--- src/rtl/core/mpfd_pkg.sv ---
// Shared constants, types and command codes of the page frame store.
`timescale 1ns / 1ps
`default_nettype none
package mpfd_pkg;

    localparam int COLUMNS     = 96;
    localparam int ROWS        = 65;
    localparam int PAGES       = (ROWS + 7) / 8;
    localparam int STORE_BYTES = COLUMNS * PAGES;
    localparam int AW          = $clog2(STORE_BYTES);
    localparam int CW          = $clog2(COLUMNS + 1);
    localparam int RW          = $clog2(ROWS + 1);
    localparam int PW          = $clog2(PAGES + 1);
    localparam int SW          = 12;
    localparam int QDEPTH      = 2;
    localparam int QAW         = $clog2(QDEPTH);

    typedef enum logic [2:0] {
        MODE_PIXEL   = 3'd0,
        MODE_OUTLINE = 3'd1,
        MODE_FILL    = 3'd2,
        MODE_SCREEN  = 3'd3,
        MODE_READ    = 3'd4,
        MODE_STREAM  = 3'd5
    } t_mode;

    typedef enum logic [1:0] {
        OP_RECT   = 2'd0,
        OP_SCREEN = 2'd1,
        OP_READ   = 2'd2,
        OP_STREAM = 2'd3
    } t_op;

    typedef struct packed {
        t_op             op;
        logic            ink;
        logic            oor;
        logic [CW-1:0]   cx0;
        logic [CW-1:0]   cx1;
        logic [RW-1:0]   cy0;
        logic [RW-1:0]   cy1;
    } t_cmd;

    typedef struct packed {
        logic sweeping;
    } t_back_stat;

endpackage
`default_nettype wire

--- src/rtl/core/mpfd_queue.sv ---
// Two-entry command queue between front end and drawing engine.
`timescale 1ns / 1ps
`default_nettype none
module mpfd_queue (
    input  wire logic           i_clk,
    input  wire logic           i_rst_n,
    input  wire logic           i_push,
    input  wire mpfd_pkg::t_cmd i_entry,
    output logic                o_full,
    output logic                o_valid,
    output mpfd_pkg::t_cmd      o_entry,
    input  wire logic           i_pop
);
    import mpfd_pkg::*;

    t_cmd           r_slot [QDEPTH];
    logic [QAW-1:0] r_wptr, r_rptr;
    logic [QAW:0]   r_count;

    assign o_full  = (r_count == (QAW+1)'(QDEPTH));
    assign o_valid = (r_count != '0);
    assign o_entry = r_slot[r_rptr];

    always_ff @(posedge i_clk) begin
        if (!i_rst_n) begin
            r_wptr  <= '0;
            r_rptr  <= '0;
            r_count <= '0;
        end else begin
            if (i_push)
                r_wptr <= r_wptr + 1'b1;
            if (i_pop)
                r_rptr <= r_rptr + 1'b1;
            if (i_push && !i_pop)
                r_count <= r_count + 1'b1;
            else if (!i_push && i_pop)
                r_count <= r_count - 1'b1;
        end
    end

    always_ff @(posedge i_clk) begin
        if (i_push)
            r_slot[r_wptr] <= i_entry;
    end

endmodule
`default_nettype wire

--- config.mk ---
export PLATFORM = sky130hd
export DESIGN_NAME = mpfd_queue
export DESIGN_NICKNAME = d
export VERILOG_FILES = /design/src/rtl/core/mpfd_pkg.sv /design/src/rtl/core/mpfd_queue.sv
export SDC_FILE = /design/constraint.sdc
export NUM_CORES = 1
export LEC_CHECK = 0
export BUFFER_PORTS_ARGS = -buffer_cell sky130_fd_sc_hd__buf_2
export CAP_MARGIN = 10
export CORE_MARGIN = 2
export CORE_UTILIZATION = 51
export CTS_CLUSTER_SIZE = 10
export DETAILED_ROUTE_END_ITERATION = 10
export GPL_ROUTABILITY_DRIVEN = 0
export PLACE_DENSITY = 0.78
export SLEW_MARGIN = 20
export SYNTH_ARGS = -nofsm -noshare
export SYNTH_HDL_FRONTEND = slang
export SYNTH_SLANG_ARGS = --single-unit
--- constraint.sdc ---
create_clock -name i_clk -period 2.7 [get_ports i_clk]
set_input_delay 0.54 -clock i_clk [delete_from_list [all_inputs] [get_ports i_clk]]
set_output_delay 0.54 -clock i_clk [all_outputs]
set_load 0.05 [all_outputs]
==> results of run 1 <==
==> cell families (layout without fill, tap and decap cells) <==
kind of cell / count (synthesis) / after routing / synth area share
adders and majority gates: 1 / 1 / 0.00494
xor gates and xnor gates: 3 / 3 / 0.0104
AOI/OAI and AO/OA: 3 / 3 / 0.00791
and+or+nand+nor: 9 / 9 / 0.0232
muxes: 32 / 32 / 0.142
buffers and inverters: 5 / 90 / 0.0124
DFF: 69 / 69 / 0.799
==> state kept, by name, summed over array words and instances (netlist names), named ones only <==
name	cells
r_count	2
r_rptr	1
r_slot	64
r_wptr	1
==> final timing paths <==
kind	start	end	slack, ns	cells past startpoint
max	flip-flop	o_entry[11]	0.31	3
min	i_entry[25]	r_slot[1][25]	0.40	1
max reg2reg	r_wptr	r_slot[0][22]	1.33	2
min reg2reg	r_count[1]	r_count[1]	0.50	2
==> cell usage in the layout, fill, tap and decap left out, drive strengths merged <==
cell and n:
mux2 32, and2b 1, clkbuf 12, ha 1, xor2 2, and2 4, o21a 1, or3 1
or2 1, o21ai 1, edfxtp 64, bufinv 2, nor2b 2, xnor2 1, dfxtp 5, inv 1
clkinv 2, a21boi 1, buf 73
==> cell type report <==
| class | instances | area, um2 | share of cell area |
|---|---|---|---|
| Sequential cell | 69 | 2020 | 0.633 |
| Multi-Input combinational cell | 48 | 485 | 0.152 |
| Timing Repair Buffer | 73 | 375 | 0.117 |
| Clock buffer | 12 | 155 | 0.0486 |
| Tap cell | 67 | 83.8 | 0.0262 |
| Clock inverter | 4 | 70.1 | 0.0219 |
| Inverter | 1 | 3.75 | 0.00117 |
==> power by group <==
part,total (mW),switching (mW),internal [mW]
Sequential,1.26,0.0250,1.23
Combinational,0.409,0.284,0.125
Clock,0.918,0.351,0.568
Total,2.58,0.660,1.93
==> per-stage QoR <==
step / power, mW / cell area [um2] / worst slack (ns) / hold WS, ns / util
finish: 2.58 / 3200 / 0.311 / 0.397 / 0.672
global route: 2.67 / 3200 / 0.242 / 0.382 / 0.672
CTS: 2.61 / 3200 / 0.288 / 0.378 / 0.672
detailed placement: 1.69 / 2970 / 0.638 / 0.486 / 0.625
global placement: 1.68 / 2970 / 0.721 / 0.469 / 0.625
floorplan: 1.59 / 2530 / 0.255 / 0.461 / -
==> metal layers <==
layer,vias to the layer above,wire length [um],track usage
met1,654,1600,0.151
met4,0,80,0.0833
met3,8,254,0.0691
met5,-,0,0
met2,45,2420,0.301
li1,631,-,-
==> critical path: stages (launching register included) <==
cell and delay (ns):
dfxtp_1 0.65, buf_4 0.30, mux2_2 0.35, buf_2 0.21
==> results.toml, run 1 <==
[route]
drtPass1Iterations = 4
drc = 0
finalWirelength_um = 4360
ant_nets = 0
drt_iter0_markers = 59
vias_per_cell = 4.88
vias = 1338
wl_per_cell_um = 15.9

[final_layout]
n_antenna_cell = 0
fin_nets = 239
area_delta_synth_final_pct = 26.2
fill_cells = 348
drive_above_1_share = 0.585
layout.cells.non_filler = 274

[setup_path]
worstPathRequired_ns = 2.16
start_kind = "flip-flop"
path_class = "flip-flop to output port"
critPathMaxFanout = 12
cp.arrival_ns = 1.85
end_kind = "output port"

[synth]
post-synth-top-count-cell = "edfxtp_1"
synth_seq_area_share = 0.799
syn-cell-area_um2 = 2530
synth_cells = 122
synth_warnings = 0
async_flop_share = 0
synth_edf_count = 64
synthFlopType = "edfxtp_1"
synthDistinctLibCells = 18
yosys-top-cells-area = "edfxtp_1, mux2_2, dfxtp_1, and2_1, buf_4"
ys_ff_latch = 69
synth_top_area_share = 0.759
synth_common_cells = "edfxtp_1, mux2_2, dfxtp_1, and2_1, buf_4"
synth_nets = 159
yosysTopAreaCell = "edfxtp_1"
avgSynthCellArea_um2 = 20.7

[placement]
placedCellCount = 258
hpwl_um = 2970
portBuffers = 69

[die]
die-area_um2 = 5540
start_util = 0.532
num_rows = 25
pin_count = 70
die_y_um = 74.5
die_w_um = 74.5
coreArea_um2 = 4750

[grt]
first_global_vias = 1397
grt_usage = 0.163
grt_pass1_wl_um = 6220
grt_max_degree = 33
antenna_found_initial = 0
grt-ovfl-total = 0

[pwr]
vdd_drop_max_uv = 430
leakagePower_nw = 1.24
p_per_area_nw_per_um2 = 809

[clock_tree]
cts-hold-fix-buffers = 0
root_buffer = "clkbuf_8"
cts_resized = 0
postCtsSetupRepairBufs = 0
clk_pin_slew_ns = 0.07
cts_buffers = 9
clock-sinks = 69
cts_tree = "built"
cts_max_path_buffers = 2
htreeDepth = 3
clk_latency_ns = 0.33

[sta]
finClkSkew_ns = 0.00235
setup_tns_ns = 0
fin_crit_sh = 0.885
slew_headroom = 0.646
finalHoldViolCount = 0
rsz0062_at_grt = "no"
period_needed_ns = 2.39
clock.fmax_ghz = 0.419
setup_viol = 0
drv_slew = 0
tightestPinTransition_ns = 0.531

[run_status]
status = "finished, final reports clean"

[flow_run]
drv_cap = 0

[worst_hold_path]
hold_class = "primary input to flip-flop"
Note: power is estimated with default switching activity, not from simulation.
==> inputs of run 2 (changes only) <==
--- a/config.mk
+++ b/config.mk
@@ -7,12 +7,14 @@
 export LEC_CHECK = 0
 export BUFFER_PORTS_ARGS = -buffer_cell sky130_fd_sc_hd__buf_2
 export CAP_MARGIN = 10
+export CORE_ASPECT_RATIO = 0.5
 export CORE_MARGIN = 2
 export CORE_UTILIZATION = 51
 export CTS_CLUSTER_SIZE = 10
 export DETAILED_ROUTE_END_ITERATION = 10
 export GPL_ROUTABILITY_DRIVEN = 0
 export PLACE_DENSITY = 0.78
+export RECOVER_POWER = 25
 export SLEW_MARGIN = 20
 export SYNTH_ARGS = -nofsm -noshare
 export SYNTH_HDL_FRONTEND = slang
==> constraint.sdc (replaced) <==
create_clock -name i_clk -period 2.7 [get_ports i_clk]
set_input_delay 0.54 -clock i_clk [delete_from_list [all_inputs] [get_ports i_clk]]
set_output_delay 0.54 -clock i_clk [all_outputs]
set_load 0.02 [all_outputs]
==> run 2 against run 1 <==
Global-route usage is 1.5 points lower. Setup slack improved by 0.16 ns. Critical endpoint is now o_entry[19]. Wire length fell by 12%. Register-to-register slack about the same.
==> results.toml, run 2 (synthesized netlist as in run 1, its figures left out) <==
[final_layout]
area_delta_synth_final_pct = 24.9
largest_register = "r_slot"
fill_cells = 354
n_antenna_cell = 0
fin_area_um2 = 3160
fin_nets = 238
final_common_cell = "edfxtp_1"
largest_reg_flops = 64
fin_util = 0.653
layout.cells.non_filler = 276
drive_above_1_share = 0.549
final_cell_mix = "edfxtp_1, buf_2, mux2_2"
reg_top3 = "r_slot (64), r_count (2)"

[placement]
placed_area_um2 = 2980
placedCellCount = 260
hpwl_um = 2510
place_ws_ns = 0.806
portBuffers = 69

[sta]
finClkSkew_ns = 0.00721
clock.fmax_ghz = 0.450
setup_viol = 0
drv_slew = 0
hold_slack_ns = 0.394
finalHoldViolCount = 0
worst_slack_ns = 0.476
tightestPinTransition_ns = 0.486
slew_headroom = 0.676
setup_tns_ns = 0
fin_crit_sh = 0.824
period_needed_ns = 2.22
rsz0062_at_grt = "no"

[pwr]
leakagePower_nw = 1.20
p_total_mw = 2.33
vdd_drop_max_uv = 384
p_per_area_nw_per_um2 = 737

[clock_tree]
cts_tree = "built"
postCtsSetupRepairBufs = 0
clock-sinks = 69
clk_pin_slew_ns = 0.07
cts_buffers = 9
cts_resized = 0
root_buffer = "clkbuf_8"
clk_latency_ns = 0.33
cts-hold-fix-buffers = 0
cts_max_path_buffers = 2
htreeDepth = 3

[run_status]
status = "finished, final reports clean"

[setup_path]
cp_top_family = "buffers and inverters"
cp.arrival_ns = 1.68
path_class = "flip-flop to output port"
ff2ff_path_depth = 2
worst_path_max_delay_cell = "dfxtp_1"
critPathMaxStageDelay_ns = 0.42
critPathMaxFanout = 28
path_depth = 3
worstPathBufferInverterCount = 2
start_kind = "flip-flop"
worstPathRequired_ns = 2.16
end_kind = "output port"
path_cells = "buf_4 > mux2_1 > buf_2"

[die]
die-area_um2 = 5580
start_util = 0.523
coreArea_um2 = 4840
pin_count = 70
die_y_um = 53.8
num_rows = 18
die_w_um = 104

[route]
drtPass1Iterations = 4
vias = 1312
drc = 0
drt_iter0_markers = 38
vias_per_cell = 4.75
wl_per_cell_um = 13.9
ant_nets = 0
finalWirelength_um = 3850

[worst_hold_path]
hold_class = "primary input to flip-flop"
worstHoldPathCells = 1

[grt]
grt_usage = 0.149
first_global_vias = 1296
grt_max_degree = 29
grt-ovfl-total = 0
grt_pass1_wl_um = 5840
antenna_found_initial = 0

[flow_run]
drv_cap = 0
==> run 2: final cells by class <==
| type | instances | area [um2] | share of cell area |
|---|---|---|---|
| timing repair buffer | 72 | 372 | 0.118 |
| inverter | 1 | 3.75 | 0.00119 |
| clock inverter | 5 | 50.0 | 0.0158 |
| clock buffer | 11 | 141 | 0.0447 |
| sequential | 69 | 2020 | 0.639 |
| tap | 70 | 87.6 | 0.0277 |
| multi-input combinational | 48 | 485 | 0.154 |
==> run 2: per-layer routing <==
| layer | track usage | vias to the layer above | wire length [um] |
|---|---|---|---|
| li1 | - | 627 | - |
| met2 | 0.273 | 32 | 2100 |
| met4 | 0.0811 | 0 | 63 |
| met5 | 0 | - | 0 |
| met3 | 0.0690 | 7 | 199 |
| met1 | 0.148 | 646 | 1480 |
==> run 2: report_power, final <==
group | total (mW) | leakage, nW | switching (mW) | internal (mW)
clock | 0.796 | 0.103 | 0.351 | 0.445
sequential | 1.25 | 0.642 | 0.0183 | 1.23
combinational | 0.283 | 0.458 | 0.160 | 0.123
total | 2.33 | 1.20 | 0.529 | 1.80
==> run 2: path summary, 6_finish.rpt <==
kind                    start       endpoint  slack [ns]
setup reg to reg       r_wptr   r_slot[1][1]        1.32
hold / removal    i_entry[24]  r_slot[1][24]        0.39
hold reg to reg    r_count[1]     r_count[1]        0.50
setup / recovery    flip-flop    o_entry[19]        0.48
==> inputs of run 3 (changes only) <==
--- a/config.mk
+++ b/config.mk
@@ -5,15 +5,16 @@
 export SDC_FILE = /design/constraint.sdc
 export NUM_CORES = 1
 export LEC_CHECK = 0
+export ABC_AREA = 1
 export BUFFER_PORTS_ARGS = -buffer_cell sky130_fd_sc_hd__buf_2
 export CAP_MARGIN = 10
 export CORE_ASPECT_RATIO = 0.5
 export CORE_MARGIN = 2
-export CORE_UTILIZATION = 51
+export CORE_UTILIZATION = 47
 export CTS_CLUSTER_SIZE = 10
 export DETAILED_ROUTE_END_ITERATION = 10
 export GPL_ROUTABILITY_DRIVEN = 0
-export PLACE_DENSITY = 0.78
+export PLACE_DENSITY = 0.75
 export RECOVER_POWER = 25
 export SLEW_MARGIN = 20
 export SYNTH_ARGS = -nofsm -noshare
==> constraint.sdc (replaced) <==
create_clock -name i_clk -period 1.8 [get_ports i_clk]
set_input_delay 0.36 -clock i_clk [delete_from_list [all_inputs] [get_ports i_clk]]
set_output_delay 0.36 -clock i_clk [all_outputs]
set_load 0.02 [all_outputs]
==> run 3 against run 2 <==
Synthesized area increased by 6.4%. Critical path depth unchanged. Clock skew rose by 0.00055 ns. Highest routed layer unchanged. Design area rose by 8.3%. Sequential share of layout area is 4.8 points lower. Sequential cell count unchanged. Non-clock buffer count increased by 3. Largest cell class unchanged.
==> results.toml, run 3 <==
[run_status]
status = "finished, final reports clean"

[synth]
syn-cell-area_um2 = 2690
synth_fa_ha_area_frac = 0.00464
synthFlopType = "edfxtp_1"
synth_top_area_share = 0.713
synth_warnings = 0
synth_edf_count = 64
synth_common_cells = "edfxtp_1, mux2_4, nand2_1, inv_1, nor2_1"
synth-simple-area-share = 0.0279
post-synth-top-count-cell = "edfxtp_1"
synth_mux_area_frac = 0.176
yosysTopAreaCell = "edfxtp_1"
synthDistinctLibCells = 14
async_flop_share = 0
synth_cells = 135
yosys-top-cells-area = "edfxtp_1, mux2_4, dfxtp_1, buf_12, nand2_1"
ys_ff_latch = 69
avgSynthCellArea_um2 = 20.0
synth_seq_area_share = 0.751
synth_top_family_by_area = "multiplexers"
synth-compound-area-share = 0.00372
synth_nets = 172
synthXorXnorAreaFrac = 0

[sta]
slew_headroom = 0.791
clock.fmax_ghz = 0.583
finalHoldViolCount = 0
setup_tns_ns = 0
fin_crit_sh = 0.953
hold_slack_ns = 0.234
rsz0062_at_grt = "no"
tightestPinTransition_ns = 0.314
setup_viol = 0
period_needed_ns = 1.72
drv_slew = 0
finClkSkew_ns = 0.00776

[pwr]
leakagePower_nw = 1.41
vdd_drop_max_uv = 780
p_total_mw = 3.93
p_per_area_nw_per_um2 = 1150

[final_layout]
final_cell_mix = "buf_2, edfxtp_1, mux2_4"
n_antenna_cell = 0
fin_nets = 254
fin_area_um2 = 3420
reg_top3 = "r_slot (64), r_count (2)"
largest_reg_flops = 64
area_delta_synth_final_pct = 27.1
drive_above_1_share = 0.523
largest_register = "r_slot"

[placement]
portBuffers = 69
placed_area_um2 = 3130
hpwl_um = 2830

[setup_path]
end_kind = "output port"
start_kind = "flip-flop"
cp.arrival_ns = 1.36
critPathMaxStageDelay_ns = 0.38
path_cells = "buf_12 > mux2_2 > buf_2"
worst_path_max_delay_cell = "dfxtp_4"
critPathMaxFanout = 13
worstPathRequired_ns = 1.44
path_class = "flip-flop to output port"

[grt]
antenna_found_initial = 0
grt_pass1_wl_um = 6580
grt_max_degree = 33
grt_usage = 0.140
grt-ovfl-total = 0
first_global_vias = 1440

[flow_run]
drv_cap = 0

[die]
num_rows = 19
die-area_um2 = 6390
die_w_um = 111
start_util = 0.488
die_y_um = 57.5
pin_count = 70
coreArea_um2 = 5520

[worst_hold_path]
hold_class = "primary input to flip-flop"

[clock_tree]
cts_tree = "built"
clock-sinks = 69
clk_pin_slew_ns = 0.05
clk_latency_ns = 0.31
root_buffer = "clkbuf_16"
cts-hold-fix-buffers = 0
htreeDepth = 3
cts_max_path_buffers = 2
cts_buffers = 9
postCtsSetupRepairBufs = 0
cts_resized = 0

[route]
vias_per_cell = 4.71
drc = 0
vias = 1381
finalWirelength_um = 4330
wl_per_cell_um = 14.8
drt_iter0_markers = 57
drtPass1Iterations = 4
ant_nets = 0
-- run 3: changes by cell type after synthesis, sizes merged, moves of 2 or more --
cell,delta
inv,+7
nor2b,-2
and2,-4
xor2,-2
nor2,+8
nand2,+9
-- run 3: report_power, final --
part           internal [mW]  leakage [nW]  total [mW]  switching, mW
clock                   1.05         0.133        1.60          0.553
combinational          0.210         0.635       0.453          0.243
sequential              1.85         0.643        1.88         0.0282
-- run 3: final cells by class --
| type | count | area [um2] |
|---|---|---|
| clock buffer | 11 | 233 |
| fill | 421 | 2090 |
| clock inverter | 3 | 38.8 |
| inverter | 8 | 30.0 |
| sequential | 69 | 2030 |
| timing repair buffer | 75 | 427 |
| multi-input combinational | 54 | 578 |
| tap | 73 | 91.3 |
-- run 3: cell families (layout without fill, tap and decap cells) --
logic type	Yosys count	after routing
AOI/OAI and AO/OA	2	2
adders and majority gates	1	1
buffers and inverters	12	97
DFF	69	69
muxes	32	32
and+or+nand+nor	19	19
-- run 3: metal layers --
metal | wire length, um | part of all wire | vias to the layer above | track usage
met3 | 259 | 0.060 | 2 | 0.0701
met2 | 2340 | 0.54 | 34 | 0.254
li1 | - | - | 669 | -
met5 | 0 | 0 | - | 0
met4 | 28 | 0.0065 | 0 | 0.0529
met1 | 1700 | 0.39 | 676 | 0.141
-- run 3: final timing paths --
check,startpoint,endpoint,slack (ns),cells after the start
hold / removal,i_entry[0],r_slot[0][0],0.23,1
setup / recovery,flip-flop,o_entry[11],0.08,3
hold reg to reg,r_rptr,r_rptr,0.50,2
setup reg to reg,r_wptr,r_slot[1][12],0.46,3
-- run 3: critical path, delay by kind of cell, from the launching register on --
family                 cells  cell delay (ns)
flip-flops                 1             0.38
multiplexers               1             0.35
buffers and inverters      2             0.32
-- run 3: per-stage QoR --
stage	cells	util	worst slack, ns
global route	293	0.621	0.0285
CTS	292	0.617	0.00697
global placement	278	0.568	0.377
floorplan	135	-	0.175
finish	293	0.621	0.0849
detailed placement	278	0.568	0.359
