$ cat config.mk
export PLATFORM = sky130hd
export DESIGN_NAME = mpfd_front_flat
export DESIGN_NICKNAME = d
export VERILOG_FILES = /design/src/rtl/core/mpfd_pkg.sv /design/src/rtl/core/mpfd_chan_if.sv /design/src/rtl/core/mpfd_front.sv /design/src/flat_wrapper.sv
export SDC_FILE = /design/constraint.sdc
export NUM_CORES = 1
export LEC_CHECK = 0
export CAP_MARGIN = 20
export CORE_ASPECT_RATIO = 0.5
export CORE_UTILIZATION = 50
export CTS_BUF_LIST = sky130_fd_sc_hd__clkbuf_16
export CTS_CLUSTER_SIZE = 8
export DETAILED_ROUTE_END_ITERATION = 12
export DONT_BUFFER_PORTS = 1
export PLACE_DENSITY_LB_ADDON = 0.1
export SLEW_MARGIN = 20
export SYNTH_ARGS = -nofsm -noshare
export SYNTH_HDL_FRONTEND = slang
export SYNTH_SLANG_ARGS = --single-unit
$ cat constraint.sdc
create_clock -name i_clk -period 13.7 [get_ports i_clk]
set_clock_uncertainty 0.15 [all_clocks]
set_input_delay 2.74 -clock i_clk [delete_from_list [all_inputs] [get_ports i_clk]]
set_output_delay 2.74 -clock i_clk [all_outputs]
set_load 0.01 [all_outputs]
$ cat src/rtl/core/mpfd_pkg.sv
// Shared constants, types and command codes of the page frame store.
`timescale 1ns / 1ps
`default_nettype none
package mpfd_pkg;

    localparam int COLUMNS     = 96;
    localparam int ROWS        = 65;
    localparam int PAGES       = (ROWS + 7) / 8;
    localparam int STORE_BYTES = COLUMNS * PAGES;
    localparam int AW          = $clog2(STORE_BYTES);
    localparam int CW          = $clog2(COLUMNS + 1);
    localparam int RW          = $clog2(ROWS + 1);
    localparam int PW          = $clog2(PAGES + 1);
    localparam int SW          = 12;
    localparam int QDEPTH      = 2;
    localparam int QAW         = $clog2(QDEPTH);

    typedef enum logic [2:0] {
        MODE_PIXEL   = 3'd0,
        MODE_OUTLINE = 3'd1,
        MODE_FILL    = 3'd2,
        MODE_SCREEN  = 3'd3,
        MODE_READ    = 3'd4,
        MODE_STREAM  = 3'd5
    } t_mode;

    typedef enum logic [1:0] {
        OP_RECT   = 2'd0,
        OP_SCREEN = 2'd1,
        OP_READ   = 2'd2,
        OP_STREAM = 2'd3
    } t_op;

    typedef struct packed {
        t_op             op;
        logic            ink;
        logic            oor;
        logic [CW-1:0]   cx0;
        logic [CW-1:0]   cx1;
        logic [RW-1:0]   cy0;
        logic [RW-1:0]   cy1;
    } t_cmd;

    typedef struct packed {
        logic sweeping;
    } t_back_stat;

endpackage
`default_nettype wire

$ cat src/rtl/core/mpfd_chan_if.sv
// Command and result channel interfaces.
`timescale 1ns / 1ps
`default_nettype none
interface mpfd_in_if;
    logic              valid;
    logic              ready;
    logic [2:0]        mode;
    logic signed [9:0] x_pos;
    logic signed [9:0] y_pos;
    logic signed [9:0] width_span;
    logic signed [9:0] height_span;
    logic              ink;
    modport source (output valid, mode, x_pos, y_pos, width_span, height_span, ink,
                    input ready);
    modport sink   (input valid, mode, x_pos, y_pos, width_span, height_span, ink,
                    output ready);
endinterface

`default_nettype wire

$ cat src/rtl/core/mpfd_front.sv
// Command front end: accepts items, splits them into clipped rectangles and ops.
`timescale 1ns / 1ps
`default_nettype none
module mpfd_front (
    input  wire logic              i_clk,
    input  wire logic              i_rst_n,
    mpfd_in_if.sink                i_cmd,
    input  wire logic              i_q_full,
    input  wire mpfd_pkg::t_back_stat i_stat,
    output logic                   o_push,
    output mpfd_pkg::t_cmd         o_entry
);
    import mpfd_pkg::*;

    logic                 r_busy;
    logic [1:0]           r_phase;
    t_mode                r_mode;
    logic signed [SW-1:0] r_x, r_y, r_w, r_h;
    logic                 r_ink;

    logic signed [SW-1:0] x0, x1, y0, y1;
    logic                 keep, last, advance;

    function automatic logic [CW-1:0] clamp_x(input logic signed [SW-1:0] v);
        if (v < 0)
            return '0;
        else if (v > COLUMNS)
            return CW'(COLUMNS);
        else
            return v[CW-1:0];
    endfunction

    function automatic logic [RW-1:0] clamp_y(input logic signed [SW-1:0] v);
        if (v < 0)
            return '0;
        else if (v > ROWS)
            return RW'(ROWS);
        else
            return v[RW-1:0];
    endfunction

    assign i_cmd.ready = !r_busy && !i_stat.sweeping;

    always_comb begin
        x0 = r_x;
        x1 = r_x + SW'(1);
        y0 = r_y;
        y1 = r_y + SW'(1);
        case (r_mode)
            MODE_FILL: begin
                x1 = r_x + r_w;
                y1 = r_y + r_h;
            end
            MODE_OUTLINE: begin
                case (r_phase)
                    2'd0: begin
                        x1 = r_x + r_w;
                    end
                    2'd1: begin
                        x1 = r_x + r_w;
                        y0 = r_y + r_h - SW'(1);
                        y1 = r_y + r_h;
                    end
                    2'd2: begin
                        y1 = r_y + r_h;
                    end
                    default: begin
                        x0 = r_x + r_w - SW'(1);
                        x1 = r_x + r_w;
                        y1 = r_y + r_h;
                    end
                endcase
            end
            default: ;
        endcase
    end

    always_comb begin
        o_entry.ink = r_ink;
        o_entry.cx0 = clamp_x(x0);
        o_entry.cx1 = clamp_x(x1);
        o_entry.cy0 = clamp_y(y0);
        o_entry.cy1 = clamp_y(y1);
        o_entry.oor = (r_x < 0) || (r_x >= COLUMNS) || (r_y < 0) || (r_y >= ROWS);
        keep        = 1'b1;
        case (r_mode)
            MODE_SCREEN: o_entry.op = OP_SCREEN;
            MODE_READ:   o_entry.op = OP_READ;
            MODE_STREAM: o_entry.op = OP_STREAM;
            default: begin
                o_entry.op = OP_RECT;
                // drop rectangles that clip away entirely
                keep = (o_entry.cx0 < o_entry.cx1) && (o_entry.cy0 < o_entry.cy1);
            end
        endcase
    end

    assign last    = (r_mode != MODE_OUTLINE) || (r_phase == 2'd3);
    assign o_push  = r_busy && keep && !i_q_full;
    assign advance = r_busy && (!keep || !i_q_full);

    always_ff @(posedge i_clk) begin
        if (!i_rst_n) begin
            r_busy  <= 1'b0;
            r_phase <= '0;
        end else if (i_cmd.valid && i_cmd.ready) begin
            // unused mode codes are dropped here
            r_busy  <= (i_cmd.mode <= MODE_STREAM);
            r_phase <= '0;
        end else if (advance) begin
            if (last)
                r_busy <= 1'b0;
            r_phase <= r_phase + 2'd1;
        end
    end

    always_ff @(posedge i_clk) begin
        if (i_cmd.valid && i_cmd.ready) begin
            r_mode <= t_mode'(i_cmd.mode);
            r_x    <= SW'(i_cmd.x_pos);
            r_y    <= SW'(i_cmd.y_pos);
            r_w    <= SW'(i_cmd.width_span);
            r_h    <= SW'(i_cmd.height_span);
            r_ink  <= i_cmd.ink;
        end
    end

endmodule
`default_nettype wire

$ cat src/flat_wrapper.sv
// flat-port wrapper written by rule: the top's interface ports become plain ports
module mpfd_front_flat import mpfd_pkg::*;
  (i_clk, i_rst_n, i_q_full, i_stat, o_push, o_entry, i_cmd_valid, i_cmd_mode, i_cmd_x_pos, i_cmd_y_pos, i_cmd_width_span, i_cmd_height_span, i_cmd_ink, i_cmd_ready);
  mpfd_in_if i_cmd_i ();
  input  wire logic i_clk;
  input  wire logic i_rst_n;
  input  wire logic i_q_full;
  input  wire mpfd_pkg::t_back_stat i_stat;
  output logic o_push;
  output mpfd_pkg::t_cmd o_entry;
  input wire logic [$bits(i_cmd_i.valid)-1:0] i_cmd_valid;
  input wire logic [$bits(i_cmd_i.mode)-1:0] i_cmd_mode;
  input wire logic [$bits(i_cmd_i.x_pos)-1:0] i_cmd_x_pos;
  input wire logic [$bits(i_cmd_i.y_pos)-1:0] i_cmd_y_pos;
  input wire logic [$bits(i_cmd_i.width_span)-1:0] i_cmd_width_span;
  input wire logic [$bits(i_cmd_i.height_span)-1:0] i_cmd_height_span;
  input wire logic [$bits(i_cmd_i.ink)-1:0] i_cmd_ink;
  output wire logic [$bits(i_cmd_i.ready)-1:0] i_cmd_ready;
  assign i_cmd_i.valid = i_cmd_valid;
  assign i_cmd_i.mode = i_cmd_mode;
  assign i_cmd_i.x_pos = i_cmd_x_pos;
  assign i_cmd_i.y_pos = i_cmd_y_pos;
  assign i_cmd_i.width_span = i_cmd_width_span;
  assign i_cmd_i.height_span = i_cmd_height_span;
  assign i_cmd_i.ink = i_cmd_ink;
  assign i_cmd_ready = i_cmd_i.ready;
  mpfd_front u_core (.i_clk(i_clk), .i_rst_n(i_rst_n), .i_cmd(i_cmd_i), .i_q_full(i_q_full), .i_stat(i_stat), .o_push(o_push), .o_entry(o_entry));
endmodule
==> flow_summary.yaml, run 1 <==
status:
  status: "completed"
critical_path:
  cp_max_fo: 8
  cp.buffers_inverters: 1
  cp_slowest_stage_delay_ns: 0.54
  worstPathRequired_ns: 10.81
  cp_common_cell: "a21oi_1"
  worstPathCellList: "ha_1 > inv_1 > fa_1 > nand2b_1 > a21oi_1 > xor2_1 > or3_1 > or2b_2 > o221ai_1 > o21ai_1 > nand3_1 > a21oi_1 > ha_1 > a21oi_1 > nor2b_1 > o21ai_0 > o21ai_0 > a2111oi_0 > o221a_4 > nor2_1 > nor2_1"
  arrival_ns: 5.77
  critPathKind: "flip-flop to output pin"
  critPathTopFamily: "compound AO/OA/AOI/OAI gates"
  crit_slowest_cell: "xor2_1"
  startpoint_type: "flip-flop"
  cp-end-kind: "output pin"
routing:
  wire_per_inst_um: 17.6
  firstDrtPassIters: 4
  num_vias: 3957
  viasPerCell: 6.07
  drt-total-wl_um: 11400
  drt_iter0_markers: 251
  drc: 0
  ant_nets: 0
flow_run:
  maxCapViolations: 0
yosys:
  avgSynthCellArea_sq_um: 8.79
  ys_ff_latch: 47
  synth.most_common_cell: "nor2_1"
  synthTopCellsByCount: "nor2_1, edfxtp_1, ha_1"
  synth_top_cell_area_share: 0.277
  yosys_warnings: 0
  postSynth.asyncResetShare: 0
  synth_flop_cell: "edfxtp_1"
  synth_cells: 543
  synth.yosys.seq_area_share: 0.289
  synth.distinct_cells: 85
  synth_edf_count: 44
  syn_area_sq_um: 4770
  yosys-top-cells-area: "edfxtp_1, ha_1, nor2_1"
  yosysTopAreaCell: "edfxtp_1"
  synth_nets: 638
clock_network:
  post_cts_buffers: 0
  numCtsBuffers: 5
  cts_resized: 0
  cts_sinks: 47
  cts_hold_buf: 0
  cts-root-buf: "clkbuf_16"
  cts_htree_levels: 2
  clk_path_buf_depth: 2
  clk_pin_slew_ns: 0.07
  cts_tree: "built"
  clock_latency_ns: 0.29
grt:
  grt_pass1_wl_um: 19100
  grt_max_degree: 45
  gr-usage-all-layers: 0.243
  antenna_found_initial: 0
  grt_pass1_vias: 3936
  overflow: 0
power:
  power.leakage_nw: 1.99
  total_power_w: 0.000446
  ir_worst_vdd_v: 0.0000751
  pwr_density_cell_nw_per_um2: 88.4
floorplan:
  io_pins: 83
  dieArea_sq_um: 9970
  start_util: 0.532
  fp.dieW_um: 140
  core_area_sq_um: 8980
  die_y_um: 71.1
  row_count: 24
placement:
  portBuffers: 0
  gp_congestion: 0.882
  hpwlAfterDp_um: 8870
  place_inst: 644
  place_area_sq_um: 4860
hold_path:
  hp-class: "flip-flop to flip-flop"
finish:
  antenna_cells: 0
  multi_input_area_sq_um: 3180
  areaGrowthSynthToFinish_pct: 5.66
  filler_cell_count: 839
  final_cells: 652
  regArea_sq_um: 1380
  nets: 629
  fin_area_sq_um: 5040
  layout-drive-gt1-share: 0.0785
sta:
  setup_tns_ns: 0
  tightest_slew_ns: 1.01
  period_minus_slack_ns: 8.66
  relSlewSlack: 0.322
  whs_ns: 0.389
  setup_viol: 0
  slew_viol_final: 0
  fmax_ghz: 0.115
  fin_crit_sh: 0.632
  hold_violations: 0
  grt_setup_unrepaired: "false"
## registers in the layout, indices dropped and copies added, names as in the netlist
signal / cells
u_core.r_ink: 1
u_core.r_h: 10
u_core.r_y: 10
u_core.r_phase: 2
u_core.r_mode: 3
u_core.r_w: 10
u_core.r_x: 10
u_core.r_busy: 1
## where the power goes
group / switching [W] / leakage, nW / total, W / internal, W
clock network: 0.0000564 / 0.0952 / 0.000161 / 0.000104
registers: 0.00000757 / 0.436 / 0.000172 / 0.000165
logic: 0.0000688 / 1.46 / 0.000113 / 0.0000441
total: 0.000133 / 1.99 / 0.000446 / 0.000313
## cell families after synthesis
group           share of synthesized area
buf+inv                            0.0456
xor+xnor                           0.0611
compound gates                      0.241
fa+ha+maj                           0.124
flops                               0.289
simple gates                        0.219
mux                                0.0212
## worst register-to-register path, stage by stage (launching register included)
cell,delay [ns]
edfxtp_1,0.46
ha_1,0.24
inv_1,0.07
fa_1,0.43
nand2b_1,0.20
a21oi_1,0.17
xor2_1,0.54
or3_1,0.23
or2b_2,0.14
o221ai_1,0.11
o21ai_1,0.39
nand3_1,0.26
a21oi_1,0.35
ha_1,0.31
a21oi_1,0.14
nor2b_1,0.05
o21ai_0,0.21
o21ai_0,0.12
a2111oi_0,0.52
o221a_4,0.31
o31ai_4,0.09
mux2i_1,0.12
## area by class of cell
type                       instances  area share
timing repair buffer               2     0.00298
sequential                        47       0.274
clock inverter                     3      0.0126
tap                              117      0.0290
multi-input combinational        443       0.631
inverter                          35      0.0260
clock buffer                       5      0.0248
## metal layers
metal | vias up | global-route usage | part of all wire | wire, um
li1 | 2001 | - | - | -
met2 | 84 | 0.428 | 0.47 | 5420
met4 | 0 | 0.0476 | 0.011 | 123
met3 | 15 | 0.0521 | 0.042 | 480
met5 | - | 0 | 0 | 0
met1 | 1857 | 0.311 | 0.47 | 5420
## path summary, 6_finish.rpt
kind / slack, ns / cells past startpoint / start / endpoint
hold / removal: 0.39 / 2 / u_core.r_phase[1]$_SDFFE_PP0P_ / u_core.r_phase[1]$_SDFFE_PP0P_
hold reg to reg: 0.39 / 2 / u_core.r_phase[1]$_SDFFE_PP0P_ / u_core.r_phase[1]$_SDFFE_PP0P_
setup reg to reg: 7.98 / 21 / u_core.r_x[0]$_DFFE_PP_ / u_core.r_phase[1]$_SDFFE_PP0P_
setup / recovery: 5.04 / 21 / u_core.r_x[0]$_DFFE_PP_ / o_push
## stage by stage
step           utilization  worst slack (ns)
5_1_grt              0.562              4.52
2_1_floorplan            -              6.09
6_report             0.562              5.04
4_1_cts              0.562              5.05
3_3_place_gp         0.541              5.53
3_5_place_dp         0.541              5.40
## cell usage in the layout, fill, tap and decap left out, types with 7 or more instances in the layout
master / count
nand2b_1: 13
nand2_1: 38
o211ai_1: 8
nor2_1: 60
o21ai_0: 26
a211oi_1: 9
ha_1: 44
xor2_1: 17
xnor2_1: 11
inv_1: 35
nor2b_1: 16
nand3_1: 16
mux2i_1: 9
edfxtp_1: 44
nor3_1: 12
a21o_1: 12
a21oi_1: 30
a31oi_1: 7
and2_1: 7
No activity file was read; power rests on OpenSTA's default activity.
==> run 2, diff against run 1 <==
Settings changed: ABC_AREA set to 1.
Clock period 13.7 ns to 8.85 ns, I/O delays scaled along.
==> flow_summary.yaml, run 2 <==
yosys:
  synth_edf_count: 44
  synthTopCellsByCount: "nand2_1, inv_1, nand3_1"
  yosysTopAreaCell: "edfxtp_1"
  syn_area_sq_um: 4690
  synth.most_common_cell: "nand2_1"
  yosys-top-cells-area: "edfxtp_1, nand2_1, ha_1"
  synth_top_cell_area_share: 0.282
  avgSynthCellArea_sq_um: 6.89
  synth.yosys.seq_area_share: 0.294
  synth_nets: 776
  synth_cells: 681
  synth.distinct_cells: 46
  postSynth.asyncResetShare: 0
  synth_flop_cell: "edfxtp_1"
  ys_ff_latch: 47
  yosys_warnings: 0
routing:
  drt_iter0_markers: 231
  wire_per_inst_um: 13.3
  drt-total-wl_um: 10700
  firstDrtPassIters: 9
  ant_nets: 0
  num_vias: 4162
  viasPerCell: 5.20
  drc: 3
grt:
  gr-usage-all-layers: 0.227
  overflow: 0
  antenna_found_initial: 0
  grt_pass1_wl_um: 17400
  grt_max_degree: 47
  grt_pass1_vias: 3743
clock_network:
  cts-root-buf: "clkbuf_16"
  post_cts_buffers: 0
  cts_sinks: 47
  cts_tree: "built"
  clk_pin_slew_ns: 0.07
  clk_path_buf_depth: 2
  clock_latency_ns: 0.30
  cts_htree_levels: 2
  cts_hold_buf: 0
  numCtsBuffers: 5
  cts_resized: 0
critical_path:
  cp_max_fo: 8
  cp-end-kind: "output pin"
  arrival_ns: 4.50
  startpoint_type: "flip-flop"
  cp_common_cell: "nand2_1"
  cp_slowest_stage_delay_ns: 0.51
  crit_slowest_cell: "edfxtp_1"
  worstPathRequired_ns: 6.93
  critPathKind: "flip-flop to output pin"
flow_run:
  maxCapViolations: 0
power:
  ir_worst_vdd_v: 0.0000823
  power.leakage_nw: 2.48
  pwr_density_cell_nw_per_um2: 135
  total_power_w: 0.000674
placement:
  hpwlAfterDp_um: 8580
  portBuffers: 0
  gp_congestion: 0.871
  place_inst: 792
sta:
  grt_setup_unrepaired: "false"
  hold_violations: 0
  slew_viol_final: 0
  relSlewSlack: 0.362
  fin_crit_sh: 0.726
  tightest_slew_ns: 0.956
  setup_viol: 0
  period_minus_slack_ns: 6.42
  setup_tns_ns: 0
  fmax_ghz: 0.156
floorplan:
  core_area_sq_um: 8890
  fp.dieW_um: 139
  start_util: 0.528
  die_y_um: 70.5
  dieArea_sq_um: 9800
  row_count: 24
  io_pins: 83
finish:
  final_cells: 800
  nets: 777
  regArea_sq_um: 1380
  areaGrowthSynthToFinish_pct: 6.22
  antenna_cells: 0
  multi_input_area_sq_um: 2810
  layout-drive-gt1-share: 0.0791
  layout_common_cells: "nand2_1, inv_1, nand3_1"
  filler_cell_count: 873
  final_common_cell: "nand2_1"
status:
  status: "finished, violations left"
  violations: "DRC"
hold_path:
  hp-class: "flip-flop to flip-flop"
run 2: final timing paths:
kind	start	depth (start not counted)	endpoint	slack, ns
setup / recovery	u_core.r_y[0]$_DFFE_PP_	31	o_push	2.43
setup reg to reg	u_core.r_y[0]$_DFFE_PP_	33	u_core.r_phase[0]$_SDFFE_PP0P_	4.36
hold reg to reg	u_core.r_phase[1]$_SDFFE_PP0P_	2	u_core.r_phase[1]$_SDFFE_PP0P_	0.38
hold / removal	u_core.r_phase[1]$_SDFFE_PP0P_	2	u_core.r_phase[1]$_SDFFE_PP0P_	0.38
run 2: critical path, delay by kind of cell, from the launching register on:
kind                     cells  cell delay (ns)
AND/OR/NAND/NOR             22             2.23
adder cells (fa/ha/maj)      3             0.94
flip-flops                   1             0.51
AO/OA/AOI/OAI                3             0.34
buffers and inverters        3             0.20
run 2: cell families (layout without fill, tap and decap cells):
| logic type | Yosys count | in the layout | synth area share |
|---|---|---|---|
| adders and majority gates | 46 | 46 | 0.126 |
| buffers and inverters | 127 | 129 | 0.106 |
| DFF | 47 | 47 | 0.294 |
| xor gates and xnor gates | 6 | 6 | 0.0144 |
| AOI/OAI and AO/OA | 79 | 79 | 0.0966 |
| and+or+nand+nor | 376 | 376 | 0.362 |
run 2: cell type report:
type | count | area share
Sequential cell | 47 | 0.277
Clock buffer | 5 | 0.0251
Tap cell | 117 | 0.0294
Clock inverter | 3 | 0.0128
Inverter | 121 | 0.0912
Multi-Input combinational cell | 507 | 0.564
run 2: metal layers:
layer,share of wire,vias to the layer above,track usage
met5,0,-,0
met4,0.010,0,0.0481
met3,0.033,10,0.0487
met2,0.46,72,0.393
met1,0.49,1859,0.291
li1,-,2221,-
run 2: power breakdown:
part	internal [W]	switching, W	total [W]	leakage (nW)
clock	0.000161	0.0000849	0.000246	0.0952
combinational	0.0000529	0.000110	0.000163	1.95
sequential	0.000255	0.00000926	0.000264	0.436
run 2: stage by stage:
stage / hold WS [ns] / worst slack (ns) / cell area, sq um / util
2_1_floorplan: 0.333 / 3.36 / 4690 / -
3_3_place_gp: 0.367 / 2.78 / 4790 / 0.539
3_5_place_dp: 0.375 / 2.74 / 4790 / 0.539
4_1_cts: 0.383 / 2.39 / 4980 / 0.561
5_1_grt: 0.423 / 1.98 / 4980 / 0.561
6_report: 0.384 / 2.43 / 4980 / 0.561
==> run 3, diff against run 2 <==
Clock period 8.85 ns to 5.9 ns, I/O delays scaled along.
==> flow_summary.yaml, run 3 (synthesis results as in run 2) <==
status:
  status: "finished, violations left"
  violations: "DRC"
critical_path:
  r2r-start: "u_core.r_x[0]$_DFFE_PP_"
  worstPathRequired_ns: 4.57
  arrival_ns: 4.25
  critPathKind: "flip-flop to output pin"
  cp_common_cell: "nand2_1"
  path_depth: 24
  timing.critical_path.from: "u_core.r_x[0]$_DFFE_PP_"
  cp_slowest_stage_delay_ns: 0.44
  cp-end-kind: "output pin"
  cp_max_fo: 6
  rr_worst_depth: 26
  critPathTopFamily: "simple AND/OR/NAND/NOR gates"
  startpoint_type: "flip-flop"
  crit_slowest_cell: "edfxtp_1"
  worstPathCellList: "ha_1 > inv_1 > fa_1 > inv_1 > nand3_1 > nand2_2 > xor2_2 > nand3_1 > nor2_1 > nand2_1 > nor2_1 > nor3_1 > nand2_1 > nand2_1 > a21oi_1 > ha_1 > nand2_1 > o21a_1 > nand4_1 > a21oi_2 > nand2_1 > nand2_2 > nand2_1 > nor2_2"
  cp.buffers_inverters: 2
finish:
  layout-drive-gt1-share: 0.0962
  final_common_cell: "nand2_1"
  antenna_cells: 0
  layout_common_cells: "nand2_1, inv_1, nand3_1"
  fin_util: 0.567
  regArea_sq_um: 1380
  areaGrowthSynthToFinish_pct: 7.52
  filler_cell_count: 870
  nets: 780
  fin_area_sq_um: 5040
  multi_input_area_sq_um: 2850
power:
  power.leakage_nw: 2.50
  p_int_w: 0.000705
  ir_worst_vdd_v: 0.000110
  combinationalPowerShare: 0.246
  swShare: 0.301
  power_switching_w: 0.000303
  pwr_density_cell_nw_per_um2: 200
  power_frac_seq: 0.393
  power_frac_clock: 0.361
  total_power_w: 0.00101
grt:
  grt_pass1_vias: 3801
  gr-usage-all-layers: 0.228
  antenna_found_initial: 0
  grt_max_degree: 47
  overflow: 0
  grt_pass1_wl_um: 17600
sta:
  tightest_slew_ns: 0.964
  period_minus_slack_ns: 5.58
  grt_setup_unrepaired: "false"
  hold_violations: 0
  setup_viol: 0
  fmax_ghz: 0.179
  worst_slack_ns: 0.320
  fin_crit_sh: 0.946
  relSlewSlack: 0.356
  slew_viol_final: 0
  setup_tns_ns: 0
clock_network:
  cts_htree_levels: 2
  cts_tree: "built"
  cts_hold_buf: 0
  cts_sinks: 47
  clk_path_buf_depth: 2
  clk_pin_slew_ns: 0.06
  clock_latency_ns: 0.29
  numCtsBuffers: 5
  cts-root-buf: "clkbuf_16"
floorplan:
  start_util: 0.528
  die_y_um: 70.5
  core_area_sq_um: 8890
  dieArea_sq_um: 9800
  io_pins: 83
  row_count: 24
  fp.dieW_um: 139
routing:
  firstDrtPassIters: 8
  drc: 3
  ant_nets: 0
  drt_iter0_markers: 214
  viasPerCell: 5.17
  drt-total-wl_um: 10600
  num_vias: 4155
  wire_per_inst_um: 13.2
hold_path:
  min_path_cells: 2
  hp-class: "flip-flop to flip-flop"
  hp-start: "u_core.r_phase[1]$_SDFFE_PP0P_"
placement:
  gp_congestion: 0.871
  hpwlAfterDp_um: 8550
  place_area_sq_um: 4790
  place_ws_ns: 0.401
  portBuffers: 0
flow_run:
  maxCapViolations: 0
## run 3: power groups by stage
| stage | combinational (W) | clock [W] | sequential, W |
|---|---|---|---|
| 5_1_grt | 0.000285 | 0.000385 | 0.000398 |
| 2_1_floorplan | 0.000201 | 0 | 0.000399 |
| 4_1_cts | 0.000245 | 0.000374 | 0.000397 |
| 3_5_place_dp | 0.000243 | 0 | 0.000404 |
| 3_3_place_gp | 0.000241 | 0 | 0.000404 |
| 6_report | 0.000248 | 0.000364 | 0.000396 |
## run 3: area by class of cell
cell class / instances / share of cell area
sequential: 47 / 0.274
timing repair buffer: 3 / 0.00447
inverter: 121 / 0.0901
clock inverter: 3 / 0.0127
multi-input combinational: 507 / 0.565
tap: 117 / 0.0290
clock buffer: 5 / 0.0248
## run 3: repair_timing
action,CTS,global route
resized for setup,0,11
buffers inserted,0,3
setup endpoints to repair,0,1
## run 3: worst paths after layout
path	to	slack (ns)
max	o_push	0.32
min	u_core.r_phase[1]$_SDFFE_PP0P_	0.39
max reg2reg	u_core.r_busy$_SDFFE_PN0P_	1.64
min reg2reg	u_core.r_phase[1]$_SDFFE_PP0P_	0.39
## run 3: per-stage QoR
step / cells / hold slack (ns)
after floorplan: 681 / 0.333
after global placement: 792 / 0.367
after detailed placement: 792 / 0.377
after CTS: 800 / 0.387
after global routing: 803 / 0.441
final: 803 / 0.392
## run 3: worst min-delay path: stages, from the launching register on
cell and delay [ns]:
dfxtp_1 0.36, nand2_1 0.09, a21oi_1 0.05
## run 3: routing by layer
| metal | vias up | part of all wire | GRT usage |
|---|---|---|---|
| met2 | 76 | 0.46 | 0.385 |
| met3 | 16 | 0.037 | 0.0535 |
| met1 | 1840 | 0.49 | 0.294 |
| met4 | 0 | 0.013 | 0.0617 |
| met5 | - | 0 | 0 |
| li1 | 2223 | - | - |
